`src/sv/mqttp_pkg.sv`:
```
`timescale 1ns / 1ps

package mqttp_pkg;

  localparam int MAX_LENGTH_BYTES_DEF = 4;
  localparam int QUEUE_DEPTH = 4;
  localparam int LENGTH_BITS = 28;
  localparam logic [7:0] TOPIC_LIMIT_RESET = 8'd31;

  localparam logic [1:0] ROLE_TOPIC = 2'd0;
  localparam logic [1:0] ROLE_PAYLOAD = 2'd1;
  localparam logic [1:0] ROLE_SUMMARY = 2'd2;

  localparam logic [3:0] KIND_CONNACK = 4'd0;
  localparam logic [3:0] KIND_PUBLISH = 4'd1;
  localparam logic [3:0] KIND_PUBACK = 4'd2;
  localparam logic [3:0] KIND_PUBREC = 4'd3;
  localparam logic [3:0] KIND_PUBREL = 4'd4;
  localparam logic [3:0] KIND_PUBCOMP = 4'd5;
  localparam logic [3:0] KIND_SUBACK = 4'd6;
  localparam logic [3:0] KIND_UNSUBACK = 4'd7;
  localparam logic [3:0] KIND_PINGRESP = 4'd8;
  localparam logic [3:0] KIND_NONE = 4'd15;

  localparam logic [3:0] HDR_CONNACK = 4'h2;
  localparam logic [3:0] HDR_PUBLISH = 4'h3;
  localparam logic [3:0] HDR_PUBACK = 4'h4;
  localparam logic [3:0] HDR_PUBREC = 4'h5;
  localparam logic [3:0] HDR_PUBREL = 4'h6;
  localparam logic [3:0] HDR_PUBCOMP = 4'h7;
  localparam logic [3:0] HDR_SUBACK = 4'h9;
  localparam logic [3:0] HDR_UNSUBACK = 4'hb;
  localparam logic [3:0] HDR_PINGRESP = 4'hd;

  localparam logic [1:0] REPLY_NONE = 2'd0;
  localparam logic [1:0] REPLY_PUBACK = 2'd1;
  localparam logic [1:0] REPLY_PUBREC = 2'd2;
  localparam logic [1:0] REPLY_PUBCOMP = 2'd3;

  localparam logic [1:0] QOS_0 = 2'd0;
  localparam logic [1:0] QOS_1 = 2'd1;
  localparam logic [1:0] QOS_2 = 2'd2;

  typedef enum logic [1:0] {
    PH_HEADER,
    PH_LENGTH,
    PH_BODY,
    PH_SKIP
  } phase_t;

  typedef struct packed {
    logic [7:0] rx_byte;
    logic       frame_last;
  } in_item_t;

  typedef struct packed {
    logic [1:0]             role;
    logic [7:0]             out_byte;
    logic [3:0]             packet_kind;
    logic [15:0]            packet_id;
    logic [7:0]             return_code;
    logic [1:0]             qos;
    logic                   dup;
    logic [LENGTH_BITS-1:0] payload_length;
    logic [1:0]             reply_kind;
    logic                   connected;
    logic                   malformed;
    logic                   last_of_run;
  } out_item_t;

  typedef struct packed {
    logic byte_valid;
    logic sum_valid;
  } push_t;

  function automatic logic [3:0] kind_of(input logic [7:0] hdr);
    logic [3:0] k;
    case (hdr[7:4])
      HDR_CONNACK: k = KIND_CONNACK;
      HDR_PUBLISH: k = KIND_PUBLISH;
      HDR_PUBACK: k = KIND_PUBACK;
      HDR_PUBREC: k = KIND_PUBREC;
      HDR_PUBREL: k = KIND_PUBREL;
      HDR_PUBCOMP: k = KIND_PUBCOMP;
      HDR_SUBACK: k = KIND_SUBACK;
      HDR_UNSUBACK: k = KIND_UNSUBACK;
      HDR_PINGRESP: k = KIND_PINGRESP;
      default: k = KIND_NONE;
    endcase
    return k;
  endfunction

endpackage

```
`src/sv/mqttp_parse.sv`:
```
`timescale 1ns / 1ps

module mqttp_parse #(
  parameter int MAX_LENGTH_BYTES = mqttp_pkg::MAX_LENGTH_BYTES_DEF
) (
  input  logic                 clk,
  input  logic                 rst,
  input  logic                 accept,
  input  mqttp_pkg::in_item_t  in_data,
  input  logic [7:0]           topic_byte_limit,
  output mqttp_pkg::push_t     push,
  output mqttp_pkg::out_item_t byte_item,
  output mqttp_pkg::out_item_t sum_item
);
  import mqttp_pkg::*;

  localparam logic [2:0] MAX_LB = 3'(MAX_LENGTH_BYTES);
  localparam logic [LENGTH_BITS-1:0] COUNT_MAX = '1;

  phase_t                 phase, phase_step, phase_next;
  logic [7:0]             header_byte, header_byte_next;
  logic [LENGTH_BITS-1:0] remaining_length, remaining_length_next;
  logic [2:0]             length_byte_count, length_byte_count_next;
  logic [LENGTH_BITS-1:0] body_byte_count, body_byte_count_next;
  logic [15:0]            topic_length, topic_length_next;
  logic [15:0]            id_value, id_value_next;
  logic [7:0]             code_value, code_value_next;
  logic [2:0]             frame_byte_count, frame_byte_count_next;
  logic                   length_error, length_error_next;
  logic                   link_connected, link_connected_next;

  logic [7:0]             b;
  logic [3:0]             body_kind;
  logic [1:0]             body_qos;
  logic [LENGTH_BITS-1:0] idx;
  logic [LENGTH_BITS-1:0] topic_end;
  logic [LENGTH_BITS-1:0] limit_end;
  logic [LENGTH_BITS-1:0] group;
  logic                   emit_byte;
  logic [1:0]             emit_role;

  logic [3:0]             kind;
  logic [1:0]             sum_qos;
  logic [17:0]            need;
  logic                   bad;
  logic                   emit_sum;

  assign b = in_data.rx_byte;
  assign body_kind = kind_of(header_byte);
  assign body_qos = header_byte[2:1];
  assign idx = body_byte_count;
  assign topic_end = LENGTH_BITS'({1'b0, topic_length} + 17'd2);
  assign limit_end = LENGTH_BITS'({2'b0, topic_byte_limit} + 10'd2);
  assign group = LENGTH_BITS'(b[6:0]);

  // Next phase.
  always_comb begin
    phase_step = phase;
    case (phase)
      PH_HEADER: phase_step = PH_LENGTH;
      PH_LENGTH: begin
        if (!b[7]) begin
          phase_step = PH_BODY;
        end else if (length_byte_count + 3'd1 >= MAX_LB) begin
          phase_step = PH_SKIP;
        end
      end
      default: phase_step = phase;
    endcase
    phase_next = phase;
    if (accept) begin
      phase_next = in_data.frame_last ? PH_HEADER : phase_step;
    end
  end

  // Frame datapath for the accepted byte.
  always_comb begin
    header_byte_next = header_byte;
    remaining_length_next = remaining_length;
    length_byte_count_next = length_byte_count;
    body_byte_count_next = body_byte_count;
    topic_length_next = topic_length;
    id_value_next = id_value;
    code_value_next = code_value;
    frame_byte_count_next = frame_byte_count;
    length_error_next = length_error;
    emit_byte = 1'b0;
    emit_role = ROLE_TOPIC;
    if (phase == PH_HEADER) begin
      header_byte_next = b;
      remaining_length_next = '0;
      length_byte_count_next = '0;
      body_byte_count_next = '0;
      topic_length_next = '0;
      id_value_next = '0;
      code_value_next = '0;
      length_error_next = 1'b0;
      frame_byte_count_next = 3'd1;
    end else begin
      if (frame_byte_count != 3'd7) begin
        frame_byte_count_next = frame_byte_count + 3'd1;
      end
      case (phase)
        PH_LENGTH: begin
          if (length_byte_count < MAX_LB) begin
            case (length_byte_count[1:0])
              2'd0: remaining_length_next = remaining_length | group;
              2'd1: remaining_length_next = remaining_length | (group << 7);
              2'd2: remaining_length_next = remaining_length | (group << 14);
              default: remaining_length_next = remaining_length | (group << 21);
            endcase
          end
          length_byte_count_next = length_byte_count + 3'd1;
          if (b[7] && (length_byte_count_next >= MAX_LB)) begin
            length_error_next = 1'b1;
          end
        end
        PH_BODY: begin
          if (body_byte_count != COUNT_MAX) begin
            body_byte_count_next = body_byte_count + 1'b1;
          end
          if (idx < remaining_length) begin
            if (body_kind == KIND_PUBLISH) begin
              if (idx == '0) begin
                topic_length_next = {b, 8'h00};
              end else if (idx == LENGTH_BITS'(1)) begin
                topic_length_next = {topic_length[15:8], b};
              end else if (idx < topic_end) begin
                if (idx < limit_end) begin
                  emit_byte = 1'b1;
                  emit_role = ROLE_TOPIC;
                end
              end else if ((body_qos != QOS_0) && (idx == topic_end)) begin
                id_value_next = {b, 8'h00};
              end else if ((body_qos != QOS_0) && (idx == topic_end + 1'b1)) begin
                id_value_next = {id_value[15:8], b};
              end else begin
                emit_byte = 1'b1;
                emit_role = ROLE_PAYLOAD;
              end
            end else begin
              if (idx == '0) begin
                id_value_next = {b, 8'h00};
              end else if (idx == LENGTH_BITS'(1)) begin
                id_value_next = {id_value[15:8], b};
                if (body_kind == KIND_CONNACK) begin
                  code_value_next = b;
                end
              end else if ((idx == LENGTH_BITS'(2)) && (body_kind == KIND_SUBACK)) begin
                code_value_next = b;
              end
            end
          end
        end
        default: ;
      endcase
    end
  end

  // Result items.
  always_comb begin
    kind = kind_of(header_byte_next);
    sum_qos = header_byte_next[2:1];
    need = {2'b00, topic_length_next} + 18'd2 + ((sum_qos != QOS_0) ? 18'd2 : 18'd0);
    link_connected_next = link_connected;
    bad = length_error_next || (phase_step != PH_BODY) ||
          (body_byte_count_next != remaining_length_next);
    emit_sum = accept && in_data.frame_last && (kind != KIND_NONE) &&
               ((frame_byte_count_next >= 3'd4) || (kind == KIND_PINGRESP));

    sum_item = '0;
    sum_item.role = ROLE_SUMMARY;
    sum_item.packet_kind = kind;
    sum_item.packet_id = id_value_next;
    sum_item.last_of_run = 1'b1;
    case (kind)
      KIND_PUBLISH: begin
        sum_item.qos = sum_qos;
        sum_item.dup = header_byte_next[3];
        if (remaining_length_next >= LENGTH_BITS'(need)) begin
          sum_item.payload_length = remaining_length_next - LENGTH_BITS'(need);
        end else begin
          bad = 1'b1;
        end
        if (sum_qos == QOS_0) begin
          sum_item.packet_id = '0;
        end
        if (sum_qos == QOS_1) begin
          sum_item.reply_kind = REPLY_PUBACK;
        end
        if (sum_qos == QOS_2) begin
          sum_item.reply_kind = REPLY_PUBREC;
        end
      end
      KIND_CONNACK: begin
        if (remaining_length_next != LENGTH_BITS'(2)) begin
          bad = 1'b1;
        end
        sum_item.return_code = code_value_next;
        sum_item.packet_id = '0;
        if (emit_sum) begin
          link_connected_next = (code_value_next == 8'd0);
        end
      end
      KIND_SUBACK: begin
        if (remaining_length_next < LENGTH_BITS'(3)) begin
          bad = 1'b1;
        end
        sum_item.return_code = code_value_next;
      end
      KIND_PINGRESP: begin
        if (remaining_length_next != '0) begin
          bad = 1'b1;
        end
        sum_item.packet_id = '0;
      end
      default: begin
        if (remaining_length_next != LENGTH_BITS'(2)) begin
          bad = 1'b1;
        end
        if (kind == KIND_PUBREL) begin
          sum_item.reply_kind = REPLY_PUBCOMP;
        end
      end
    endcase
    sum_item.connected = link_connected_next;
    sum_item.malformed = bad;

    byte_item = '0;
    byte_item.role = emit_role;
    byte_item.out_byte = b;
    byte_item.last_of_run = !emit_sum;

    push.byte_valid = accept && emit_byte;
    push.sum_valid = emit_sum;
  end

  always_ff @(posedge clk) begin
    if (rst) begin
      phase <= PH_HEADER;
      frame_byte_count <= '0;
      link_connected <= 1'b0;
    end else begin
      phase <= phase_next;
      if (accept) begin
        frame_byte_count <= in_data.frame_last ? 3'd0 : frame_byte_count_next;
        link_connected <= link_connected_next;
      end
    end
  end

  always_ff @(posedge clk) begin
    if (accept) begin
      header_byte <= header_byte_next;
      remaining_length <= remaining_length_next;
      length_byte_count <= length_byte_count_next;
      body_byte_count <= body_byte_count_next;
      topic_length <= topic_length_next;
      id_value <= id_value_next;
      code_value <= code_value_next;
      length_error <= length_error_next;
    end
  end

endmodule

```
`src/sv/mqttp_out_queue.sv`:
```
`timescale 1ns / 1ps

module mqttp_out_queue (
  input  logic                 clk,
  input  logic                 rst,
  input  mqttp_pkg::push_t     push,
  input  mqttp_pkg::out_item_t byte_item,
  input  mqttp_pkg::out_item_t sum_item,
  output logic                 room,
  output logic                 out_valid,
  input  logic                 out_ready,
  output mqttp_pkg::out_item_t out_data
);
  import mqttp_pkg::*;

  localparam int PTR_W = $clog2(QUEUE_DEPTH);
  localparam int CNT_W = $clog2(QUEUE_DEPTH + 1);

  out_item_t        slots [QUEUE_DEPTH];
  logic [PTR_W-1:0] wr_ptr, wr_ptr_next;
  logic [PTR_W-1:0] rd_ptr;
  logic [CNT_W-1:0] count, count_next;
  logic [PTR_W-1:0] sum_ptr;
  logic             pop;

  assign out_valid = (count != '0);
  assign out_data = slots[rd_ptr];
  assign pop = out_valid && out_ready;
  assign room = (count <= CNT_W'(QUEUE_DEPTH - 2));
  assign sum_ptr = push.byte_valid ? wr_ptr + 1'b1 : wr_ptr;

  always_comb begin
    wr_ptr_next = wr_ptr + PTR_W'(push.byte_valid) + PTR_W'(push.sum_valid);
    count_next = count + CNT_W'(push.byte_valid) + CNT_W'(push.sum_valid) - CNT_W'(pop);
  end

  always_ff @(posedge clk) begin
    if (rst) begin
      wr_ptr <= '0;
      rd_ptr <= '0;
      count <= '0;
    end else begin
      wr_ptr <= wr_ptr_next;
      count <= count_next;
      if (pop) begin
        rd_ptr <= rd_ptr + 1'b1;
      end
    end
  end

  always_ff @(posedge clk) begin
    if (push.byte_valid) begin
      slots[wr_ptr] <= byte_item;
    end
    if (push.sum_valid) begin
      slots[sum_ptr] <= sum_item;
    end
  end

endmodule

```
`src/sv/mqtt_rx_packet_parser.sv`:
```
`timescale 1ns / 1ps

// Receive-side MQTT control packet parser.
// The input channel (in_valid, in_ready, in_data) carries one received byte
// per item, with frame_last set on the last byte of a frame. The output
// channel (out_valid, out_ready, out_data) carries topic bytes, payload bytes
// and one packet summary at the end of each recognized frame.
// A byte is parsed in the cycle it is accepted, and its results are
// registered in the result queue. One byte is accepted every cycle while the
// four-entry result queue has room for two items, so the rate is one byte
// per cycle when the receiver keeps up; a byte that closes a frame and also
// carries a payload byte produces two items in the queue.
// When the receiver stalls, the queue holds up to four items; in_ready drops
// as soon as three items wait and rises again once no more than two remain.
// cfg_we writes cfg_wdata into the topic byte limit; write it only while idle.
// Reset empties the queue, sets the parser to expect a header byte, clears
// the connected flag and sets the topic byte limit to 31.
module mqtt_rx_packet_parser #(
  parameter int MAX_LENGTH_BYTES = mqttp_pkg::MAX_LENGTH_BYTES_DEF
) (
  input  logic                 clk,
  input  logic                 rst,
  input  logic                 in_valid,
  output logic                 in_ready,
  input  mqttp_pkg::in_item_t  in_data,
  output logic                 out_valid,
  input  logic                 out_ready,
  output mqttp_pkg::out_item_t out_data,
  input  logic                 cfg_we,
  input  logic [7:0]           cfg_wdata
);
  import mqttp_pkg::*;

  logic       accept;
  logic [7:0] topic_byte_limit;
  push_t      push;
  out_item_t  byte_item;
  out_item_t  sum_item;

  assign accept = in_valid && in_ready;

  always_ff @(posedge clk) begin
    if (rst) begin
      topic_byte_limit <= TOPIC_LIMIT_RESET;
    end else if (cfg_we) begin
      topic_byte_limit <= cfg_wdata;
    end
  end

  mqttp_parse #(
    .MAX_LENGTH_BYTES(MAX_LENGTH_BYTES)
  ) u_parse (
    .clk(clk),
    .rst(rst),
    .accept(accept),
    .in_data(in_data),
    .topic_byte_limit(topic_byte_limit),
    .push(push),
    .byte_item(byte_item),
    .sum_item(sum_item)
  );

  mqttp_out_queue u_queue (
    .clk(clk),
    .rst(rst),
    .push(push),
    .byte_item(byte_item),
    .sum_item(sum_item),
    .room(in_ready),
    .out_valid(out_valid),
    .out_ready(out_ready),
    .out_data(out_data)
  );

`ifndef NO_ASSERTIONS
  a_push_needs_accept: assert property (@(posedge clk) disable iff (rst)
    (push.byte_valid || push.sum_valid) |-> accept)
    else $error("result pushed without an accepted item");

  a_summary_on_frame_end: assert property (@(posedge clk) disable iff (rst)
    push.sum_valid |-> in_data.frame_last && sum_item.role == ROLE_SUMMARY)
    else $error("summary outside the end of a frame");

  a_byte_not_summary: assert property (@(posedge clk) disable iff (rst)
    push.byte_valid |-> byte_item.role != ROLE_SUMMARY &&
                        byte_item.last_of_run == !push.sum_valid)
    else $error("byte result carries wrong role or run marker");

  a_out_drops_after_take: assert property (@(posedge clk) disable iff (rst)
    (!$past(rst) && $fell(out_valid)) |-> $past(out_ready))
    else $error("output item lost without handshake");
`endif

endmodule

```
`config.mk`:
```
export PLATFORM = sky130hd
export DESIGN_NAME = mqtt_rx_packet_parser
export DESIGN_NICKNAME = d
export VERILOG_FILES = /design/src/sv/mqttp_pkg.sv /design/src/sv/mqttp_parse.sv /design/src/sv/mqttp_out_queue.sv /design/src/sv/mqtt_rx_packet_parser.sv
export SDC_FILE = /design/constraint.sdc
export NUM_CORES = 1
export LEC_CHECK = 0
export BUFFER_PORTS_ARGS = -buffer_cell sky130_fd_sc_hd__clkbuf_2
export CAP_MARGIN = 5
export CORE_ASPECT_RATIO = 2
export CORE_UTILIZATION = 45
export CTS_CLUSTER_DIAMETER = 30
export DETAILED_ROUTE_END_ITERATION = 8
export HOLD_SLACK_MARGIN = 0.15
export PLACE_DENSITY = 0.63
export SLEW_MARGIN = 20
export SYNTH_ARGS = -nofsm -noshare
export SYNTH_HDL_FRONTEND = slang
export SYNTH_HIERARCHICAL = 1
export SYNTH_SLANG_ARGS = --single-unit
```
`constraint.sdc`:
```
create_clock -name clk -period 8.2 [get_ports clk]
set_input_delay 0.41 -clock clk [delete_from_list [all_inputs] [get_ports clk]]
set_output_delay 0.41 -clock clk [all_outputs]
set_load 0.005 [all_outputs]
```
# == Yosys cells after proc, flatten, opt, wreduce, memory -nomap -nowiden ==
# Memories as Yosys holds them, arrays and structs flattened. A register that Yosys moved wholly into a read port is not among the register bits.
# Cells that the tools add are included.
# word_totals
regBits,129
latch_bits,0
ram_bits,296
mem_bits_ro,128
output_inout_bits,76
wordCells,189
n_memories,3
# classes
add_sub_neg,16
mul,0
div,0
n_lt_le_gt_ge,9
n_eq_ne,22
shift,0
mux,88
n_bitwise,4
n_reduce_logical,31
# mem_list
name,depth,width,rd,rd_ports_with_merged_regs,wr,line,text
u_queue.slots,4,74,1,1,2,mqttp_out_queue.sv:19,out_item_t slots [QUEUE_DEPTH];
(no name shown),16,4,1,0,0,mqttp_pkg.sv:78,case (hdr[7:4])
(no name shown),16,4,1,1,0,mqttp_pkg.sv:78,
# ops
cell,count
two-way mux 16 bit,15
two-way mux 28 bit,7
two-way mux 8 bit,13
less-than comparator 28 bit,3
one-hot mux 28 bit (3 select lines),1
"adder 28 x 1 -> 28 bit, second input constant",2
equality test 28 bit,2
"adder 16 x 2 -> 17 bit, second input constant",2
two-way mux 2 bit,17
one-hot mux 16 bit (2 select lines),1
two-way mux 31 bit,1
"equality test 28 x 1 -> 1 bit, second input constant",1
"equality test 28 x 2 -> 1 bit, second input constant",1
greater-or-equal comparator 28 x 18 -> 1 bit,1
logical NOT 28 bit,1
"less-than comparator 28 x 2 -> 1 bit, second input constant",1
"!= test 28 x 2 -> 1 bit, second input constant",1
!= test 28 bit,1
"!= test 28 bit, second input constant",1
bitwise OR 28 x 14 -> 28 bit,1
bitwise OR 28 x 21 -> 28 bit,1
bitwise OR 28 bit,1
bitwise OR 28 x 7 -> 28 bit,1
nonzero test 28 bit,1
other kinds (35),93

# == Depth between registers and ports, before layout ==
# Gate-level depths: netlist of run 1.
# logic_depth
ltp_word,17
ltp_mapped,36

# == Hierarchy ==
# Netlist of run 1, hierarchy kept.
# by_module_without_submodules
mod,n_inst,cells_each,area_each_um2
mqttp_out_queue,1,774,14759.2
mqttp_parse,1,1470,12251.8
mqtt_rx_packet_parser,1,27,305.3

# == Least setup slack after synthesis of run 1 ==
# OpenSTA, ideal clock, no wires.
# synth_path
path_type,register to register
startpoint,register u_parse.body_byte_count[5]
endpoint,memory u_queue/slots[1][28] in the netlist's numbering (data pin)
setup_ns,0.262
t_arrival_ns,6.704
required_time_ns,7.938
setup_slack_ns,1.234
path_stages_with_launch,33
path_buffers,2
cell_sequence,edfxtp_1 -> ha_1 -> a21o_1 -> a21o_1 -> a211oi_1 -> o31a_1 -> o311ai_4 -> or2_1 -> buf_2 -> nor2_1 -> nand3_1 -> a21oi_1 -> inv_1 -> ha_1 -> inv_1 -> ha_1 -> ha_1 -> inv_1 -> or4_1 -> o211ai_1 -> nand4_1 -> xor2_1 -> ha_1 -> nand3_1 -> o21a_1 -> a31oi_1 -> a41oi_1 -> a2111oi_0 -> or2_2 -> clkbuf_1 -> or4_1 -> a21oi_1 -> mux2_1
# synth_lines
element,line,text
from (decl),mqttp_parse.sv:24,"logic [LENGTH_BITS-1:0] body_byte_count, body_byte_count_next;"
from (signal assigned),mqttp_parse.sv:257,body_byte_count <= body_byte_count_next;
to (decl),mqttp_out_queue.sv:19,

==> out/qor.yml, run 1 <==
maxSlewHeadroom: 0.325
dp_hpwl_mm: 58.3
dieArea_um2: 61800
cp-start-kind: "flop"
ys_warn_count: 6
clock_skew_ns: 0.0347
crit_type: "flop to flop"
overflow: 0
fin_crit_sh: 0.928
finalSetupViolCount: 0
ioPinCount: 98
grt_antenna_before_repair: 1
rr_worst_depth: 32
muxShareOfSynthArea: 0.198
viasPerCell: 6.07
ctsRootBufferMaster: "clkbuf_16"
fin_crit_ns: 7.61
fin_setup_tns_ns: 0
synthSimpleGateAreaFrac: 0.117
drc_errors: 0
worst_ir_drop_vdd_mv: 0.227
synth_top_family_by_area: "multiplexers"
rows: 127
seqPwrFrac: 0.320
slew_violations: 0
drt_pass1_iterations: 5
end_kind: "flop"
maxCapViolations: 0
ff_latch_area_um2: 12600
synth.top_cell.area_share: 0.443
clock_sinks: 430
num_vias: 19500
critPathSlowestCell: "or4_1"
cp.buffers_inverters: 5
die_h_um: 350
syn_inst: 2271
power_switching_share: 0.362
powerDensity_nw_per_um2: 300
pwr-share-clk: 0.319
synth_area_per_cell_um2: 12.0
cts_setup_buffers: 0
async_reset_ff_frac: 0
synth_area_leaders: "edfxtp_1 44%, mux2_2 10%, mux4_2 6.1%"
multiInputGateArea_um2: 13500
tightest_slew_ns: 1.00
cts_tree: "yes"
synth-compound-area-share: 0.0816
gp_congestion: 0.986
nNetsFinal: 2508
netSwitchingPower_uw: 3380
start_util: 0.456
synth_fa_ha_area_frac: 0.0455
yosys_most_used_dff: "edfxtp_1"
fmax_mhz: 131
arrival_ns: 8.09
cp_top_family: "compound AO/OA/AOI/OAI gates"
p_int_uw: 5940
numPortBuffers: 97
chipWidth_um: 176
drt_iter0_drc: 1322
drive_gt1_frac: 0.276
cp_data_required_time_ns: 8.68
seq_area_frac_synth: 0.463
rsz0062_at_grt: "false"
fin_cells: 3217
leakagePower_uw: 0.0111
critPathMaxFanout: 8
clock_latency_ns: 0.61
grt_pass1_vias: 20600
wl_per_cell_um: 26.1
cts.reportedPaths.clkPinSlew_ns: 0.06
slowest_delay_ns: 0.52
ys_ff_latch: 430
n_antenna_cell: 0
synth_edf_count: 403
grt_first_pass_wirelength_mm: 125
cts_buffer_depth: 3
status: "finished clean"
grt_max_degree: 75
numCtsBuffers: 71
synthXorXnorAreaFrac: 0.0351
fillers: 5323
cpMostUsedCell: "ha_1"
p_comb_frac: 0.361
area_growth_pct: 13.7
worstHoldPathCells: 2
cp_num_cells: 32
synth_area_um2: 27300
yosysTopAreaCell: "edfxtp_1"
finalHoldViolCount: 0
grtUsageTotal: 0.275
ys_types: 104
hold_path.class: "primary input to flop"
ant_nets: 0
placedCellCount: 3082
wl_mm: 83.9
htreeDepth: 3
core_um2: 59900
==> through the flow <==
stage	hold WS, ns	worst slack [ns]	instance area [um2]	total power (uW)	utilization
6_report	0.216	0.590	31100	9320	0.518
5_1_grt	0.199	0.0243	31100	9760	0.518
4_1_cts	0.187	0.568	31000	9330	0.518
3_5_place_dp	0.474	0.605	28500	6320	0.476
3_3_place_gp	0.446	0.831	28500	6280	0.476
2_1_floorplan	0.438	1.23	27600	5210	-
==> layout by cell type (no fill, tap or decap), types with 74 or more instances in the layout <==
| cell type | count |
|---|---|
| clkbuf_2 | 97 |
| mux4_2 | 74 |
| inv_1 | 78 |
| nor3_1 | 75 |
| conb_1 | 75 |
| a21oi_1 | 83 |
| nor2_1 | 172 |
| ha_1 | 93 |
| nand2_1 | 100 |
| mux2_2 | 253 |
| edfxtp_1 | 403 |
| clkbuf_16 | 74 |
==> power groups by stage <==
stage,clock network [uW],registers [uW],logic [uW]
3_3_place_gp,0,3010,3270
6_report,2980,2980,3360
4_1_cts,3020,2980,3330
5_1_grt,3110,3010,3630
3_5_place_dp,0,3020,3300
2_1_floorplan,0,2870,2340
==> registers in the layout, summed over array words and instances, names as in the netlist, 3 cells and up, named ones only <==
name	cells
u_parse/remaining_length	28
u_parse/code_value	8
u_parse/frame_byte_count	3
u_queue/count	3
u_parse/length_byte_count	3
u_parse/id_value	16
u_parse/topic_length	16
topic_byte_limit	8
u_parse/header_byte	7
u_parse/body_byte_count	28
u_parse/body_kind	4
u_queue/slots	296
==> final timing paths <==
kind	slack [ns]	end	start
hold / removal	0.22	u_parse/phase[1]	in_data[0]
setup / recovery	0.59	u_queue/slots[0][32]	u_parse/remaining_length[9]
setup reg to reg	0.59	u_queue/slots[0][32]	u_parse/remaining_length[9]
hold reg to reg	0.49	u_parse/frame_byte_count[1]	u_parse/frame_byte_count[1]
==> cells in the mapped netlist (11+ instances only) <==
cell / n
mux4_2: 74
xor2_1: 39
edfxtp_1: 403
nand3_1: 59
a22oi_1: 15
dfxtp_1: 27
and4_1: 12
mux2_1: 49
mux2_2: 253
inv_1: 78
clkbuf_1: 49
nand2_1: 102
a21oi_1: 84
buf_1: 12
xnor2_1: 58
nand2b_1: 17
nand4_1: 41
nor2b_1: 17
buf_2: 35
a21o_1: 36
a211oi_1: 11
o21ai_0: 37
and2_1: 17
buf_4: 108
nor2_1: 173
a31oi_1: 17
ha_1: 93
nor4_1: 29
mux2i_1: 33
nor3_1: 76
==> what timing repair did <==
action,CTS,global route
endpoints found under the setup margin,0,18
gates resized for setup,0,4
hold buffers,8,0
endpoints found under the hold margin,8,0
==> area by class of cell <==
| type | instances | share of cell area |
|---|---|---|
| inverter | 81 | 0.00979 |
| clock inverter | 43 | 0.0147 |
| tap | 774 | 0.0312 |
| sequential | 430 | 0.407 |
| clock buffer | 84 | 0.0624 |
| timing repair buffer | 186 | 0.0414 |
| multi-input combinational | 1619 | 0.433 |
==> routing by layer <==
layer  global-route usage  share of wire
met5                    0        0.00014
met4                0.181          0.067
met3               0.0388          0.049
met2                0.513           0.54
met1                0.280           0.34
==> kinds of logic (layout without fill, tap and decap cells) <==
family          count (synthesis)  count (layout)
xor+xnor                      102             102
other cells                     2              75
compound gates                315             315
mux                           409             409
simple gates                  621             621
fa+ha+maj                      97              97
flops                         430             430
buf+inv                       295             394
Note: power is estimated with default switching activity, not from simulation.
==> inputs of run 2 (changes only) <==
--- a/config.mk
+++ b/config.mk
@@ -13,6 +13,7 @@
 export DETAILED_ROUTE_END_ITERATION = 8
 export HOLD_SLACK_MARGIN = 0.15
 export PLACE_DENSITY = 0.63
+export RECOVER_POWER = 100
 export SLEW_MARGIN = 20
 export SYNTH_ARGS = -nofsm -noshare
 export SYNTH_HDL_FRONTEND = slang
==> run 2 against run 1 <==
The flow now finishes with violations (max-capacitance violations, max-slew violations). Power is 0.28% lower. Sequential cell count stayed put. Design area is 1.2% lower. Non-clock buffer count stayed put. First-iteration DRC count is 4.4% lower. Count of clock-buffer cells in the layout stayed put. Sequential share of layout area is 0.50 points higher. Clock skew is 0.0011 ns lower.
==> out/qor.yml, run 2 (synthesized netlist as in run 1, its figures left out) <==
drive_gt1_frac: 0.231  # was 0.276
critPathSlowestCell: "clkbuf_1"  # was or4_1
rows: 127  # unchanged
die_h_um: 350  # unchanged
hold_path.class: "primary input to flop"  # unchanged
leakagePower_uw: 0.0107  # was 0.0111 uW
core_um2: 59900  # unchanged
largest_registers: "u_queue/slots (296), u_parse/body_byte_count (28), u_parse/remaining_length (28)"  # unchanged
area_growth_pct: 12.3  # was 13.7%
min-delay-start: "in_data[0]"  # unchanged
rsz0062_at_grt: "false"  # unchanged
nNetsFinal: 2508  # unchanged
end_kind: "flop"  # unchanged
fin_crit_sh: 0.951  # was 0.928
grt_max_degree: 75  # unchanged
m1WireLength_mm: 28.6  # was 28.9 mm
fin_crit_ns: 7.80  # was 7.61 ns
grtUsageTotal: 0.275  # unchanged
r2r_end: "u_queue/slots[2][12]"  # was u_queue/slots[0][32]
cts.reportedPaths.clkPinSlew_ns: 0.06  # about the same
grt_pass1_vias: 20600  # unchanged
drt_pass1_iterations: 6  # was 5
ant_nets: 0  # unchanged
overflow: 0  # unchanged
crit_chain: "clkbuf_1 -> or2_2 -> buf_4 -> nand2_1 -> nand2_1 -> clkinv_1 -> ha_1 -> nand2_1 -> nor3_1 -> a21oi_1 -> a221oi_1 -> clkbuf_1 -> nand2_1 -> o31ai_1 -> a21o_4 -> buf_4"
dr_wl_met2_mm: 45.4  # was 45.2 mm
grt_antenna_before_repair: 1  # unchanged
fin_ws_ns: 0.402  # was 0.590 ns
num_vias: 19600  # was 19.5k
r2r-start: "u_parse/phase[0]"  # was u_parse/remaining_length[9]
numCtsBuffers: 71  # unchanged
rr_worst_depth: 16  # was 32
wl_met3_mm: 4.30  # was 4.12 mm
clock_sinks: 430  # unchanged
clock_skew_ns: 0.0336  # was 0.0347 ns
worstHoldEndpoint: "u_parse/phase[1]"  # unchanged
mostFrequentLayoutCell: "edfxtp_1"  # unchanged
n_antenna_cell: 0  # unchanged
critPathMaxFanout: 49  # was 8
cp_data_required_time_ns: 8.41  # was 8.68 ns
wl_per_cell_um: 26.1  # about the same
grt_first_pass_wirelength_mm: 125  # unchanged
dieArea_um2: 61800  # unchanged
crit_type: "flop to flop"  # unchanged
worstHoldPathCells: 2  # unchanged
viasPerCell: 6.08  # was 6.07
drc_errors: 0  # unchanged
dp_hpwl_mm: 58.3  # unchanged
cp-start-kind: "flop"  # unchanged
fillers: 5408  # was 5323
finalHoldViolCount: 0  # unchanged
start_util: 0.456  # unchanged
clock_latency_ns: 0.61  # about the same
drt_iter0_drc: 1264  # was 1322
ctsRootBufferMaster: "clkbuf_16"  # unchanged
fmax_mhz: 128  # was 131 MHz
chipWidth_um: 176  # unchanged
cts_setup_buffers: 0  # unchanged
numPortBuffers: 97  # unchanged
maxSlewHeadroom: -1.50  # was 0.325
ioPinCount: 98  # unchanged
worst_ir_drop_vdd_mv: 0.244  # was 0.227 mV
violations: "max-capacitance violations, max-slew violations"
slew_violations: 199  # was 0
r2r_slack_ns: 0.40  # was 0.59 ns
htreeDepth: 3  # unchanged
status: "complete, but fails checks"  # was finished clean
arrival_ns: 8.01  # was 8.09 ns
cts_tree: "yes"  # unchanged
gp_congestion: 0.986  # unchanged
fin_setup_tns_ns: 0  # unchanged
slowest_delay_ns: 1.27  # was 0.52 ns
final_cell_mix: "403 x edfxtp_1, 252 x mux2_2, 172 x nor2_1"  # was 403 x edfxtp_1, 253 x mux2_2, 172 x nor2_1
cpMostUsedCell: "nand2_1"  # was ha_1
pre_cts_ws_ns: 0.605  # unchanged
cts_buffer_depth: 3  # unchanged
finalSetupViolCount: 0  # unchanged
largest_reg_flops: 296  # unchanged
wl_mm: 84.0  # was 83.9 mm
powerDensity_nw_per_um2: 303  # was 300 nW/um2
tightest_slew_ns: 3.74  # was 1.00 ns
regMostFlops: "u_queue/slots"  # unchanged
maxCapViolations: 5  # was 0
top_layer: "met5"  # unchanged
## run 2: cell types whose count changed in the layout (fill, tap and decap cells not counted), sizes merged
cell / previous run / this run
buf: 81 / 47
clkbuf: 181 / 215
## run 2: where the power goes
group | internal [uW] | leakage (uW) | switching (uW) | total [uW]
logic | 1310 | 0.00561 | 2010 | 3320
registers | 2710 | 0.00395 | 282 | 2990
clock network | 1890 | 0.00115 | 1090 | 2980
## run 2: cell type report
class                           instances  area, um2  area share
Tap cell                              774        968      0.0316
Multi-Input combinational cell       1619      13400       0.435
Sequential cell                       430      12600       0.412
Clock buffer                           84       1940      0.0632
Timing Repair Buffer                  186       1000      0.0326
Inverter                               81        304     0.00991
Clock inverter                         43        455      0.0149
## run 2: through the flow
| step | cells | instance area [um2] | hold slack (ns) | power (uW) | utilization |
|---|---|---|---|---|---|
| after floorplan | 2344 | 27600 | 0.438 | 5210 | - |
| after global placement | 3082 | 28500 | 0.446 | 6280 | 0.476 |
| after detailed placement | 3082 | 28500 | 0.474 | 6320 | 0.476 |
| after CTS | 3217 | 31000 | 0.187 | 9330 | 0.518 |
| after global routing | 3217 | 30700 | 0.199 | 9720 | 0.512 |
| final | 3217 | 30700 | 0.213 | 9290 | 0.512 |
## run 2: worst max-delay path by stage
stage / from / endpoint / slack, ns / depth (start not counted)
after floorplan: u_parse/body_byte_count[5] / u_queue/slots[1][28] / 1.23 / 32
after global placement: u_parse/body_byte_count[5] / u_queue/slots[3][32] / 0.83 / 31
after detailed placement: u_parse/body_byte_count[5] / u_queue/slots[0][32] / 0.60 / 31
after CTS: u_parse/remaining_length[9] / u_queue/slots[0][32] / 0.57 / 32
after global routing: u_parse/remaining_length[9] / u_queue/slots[1][7] / 0.01 / 35
final: u_parse/phase[0] / u_queue/slots[2][12] / 0.40 / 16
## run 2: layer usage
metal  vias to the layer above  track usage
met5                         -            0
met4                         2        0.181
met3                       283       0.0388
met2                       706        0.513
met1                      9770        0.280
li1                       8791            -
## run 2: worst max-delay path: cells and delay by family (launching register included)
family | cells | cell delay [ns]
flip-flops | 1 | 0.32
adder cells (fa/ha/maj) | 1 | 0.47
buffers and inverters | 5 | 3.08
AO/OA/AOI/OAI | 4 | 2.23
AND/OR/NAND/NOR | 6 | 1.18
## run 2: repair_timing
action | in CTS | in global routing
hold buffers | 8 | 0
endpoints found under the hold margin | 8 | 0
gates resized for setup | 0 | 4
setup endpoints to repair | 0 | 18
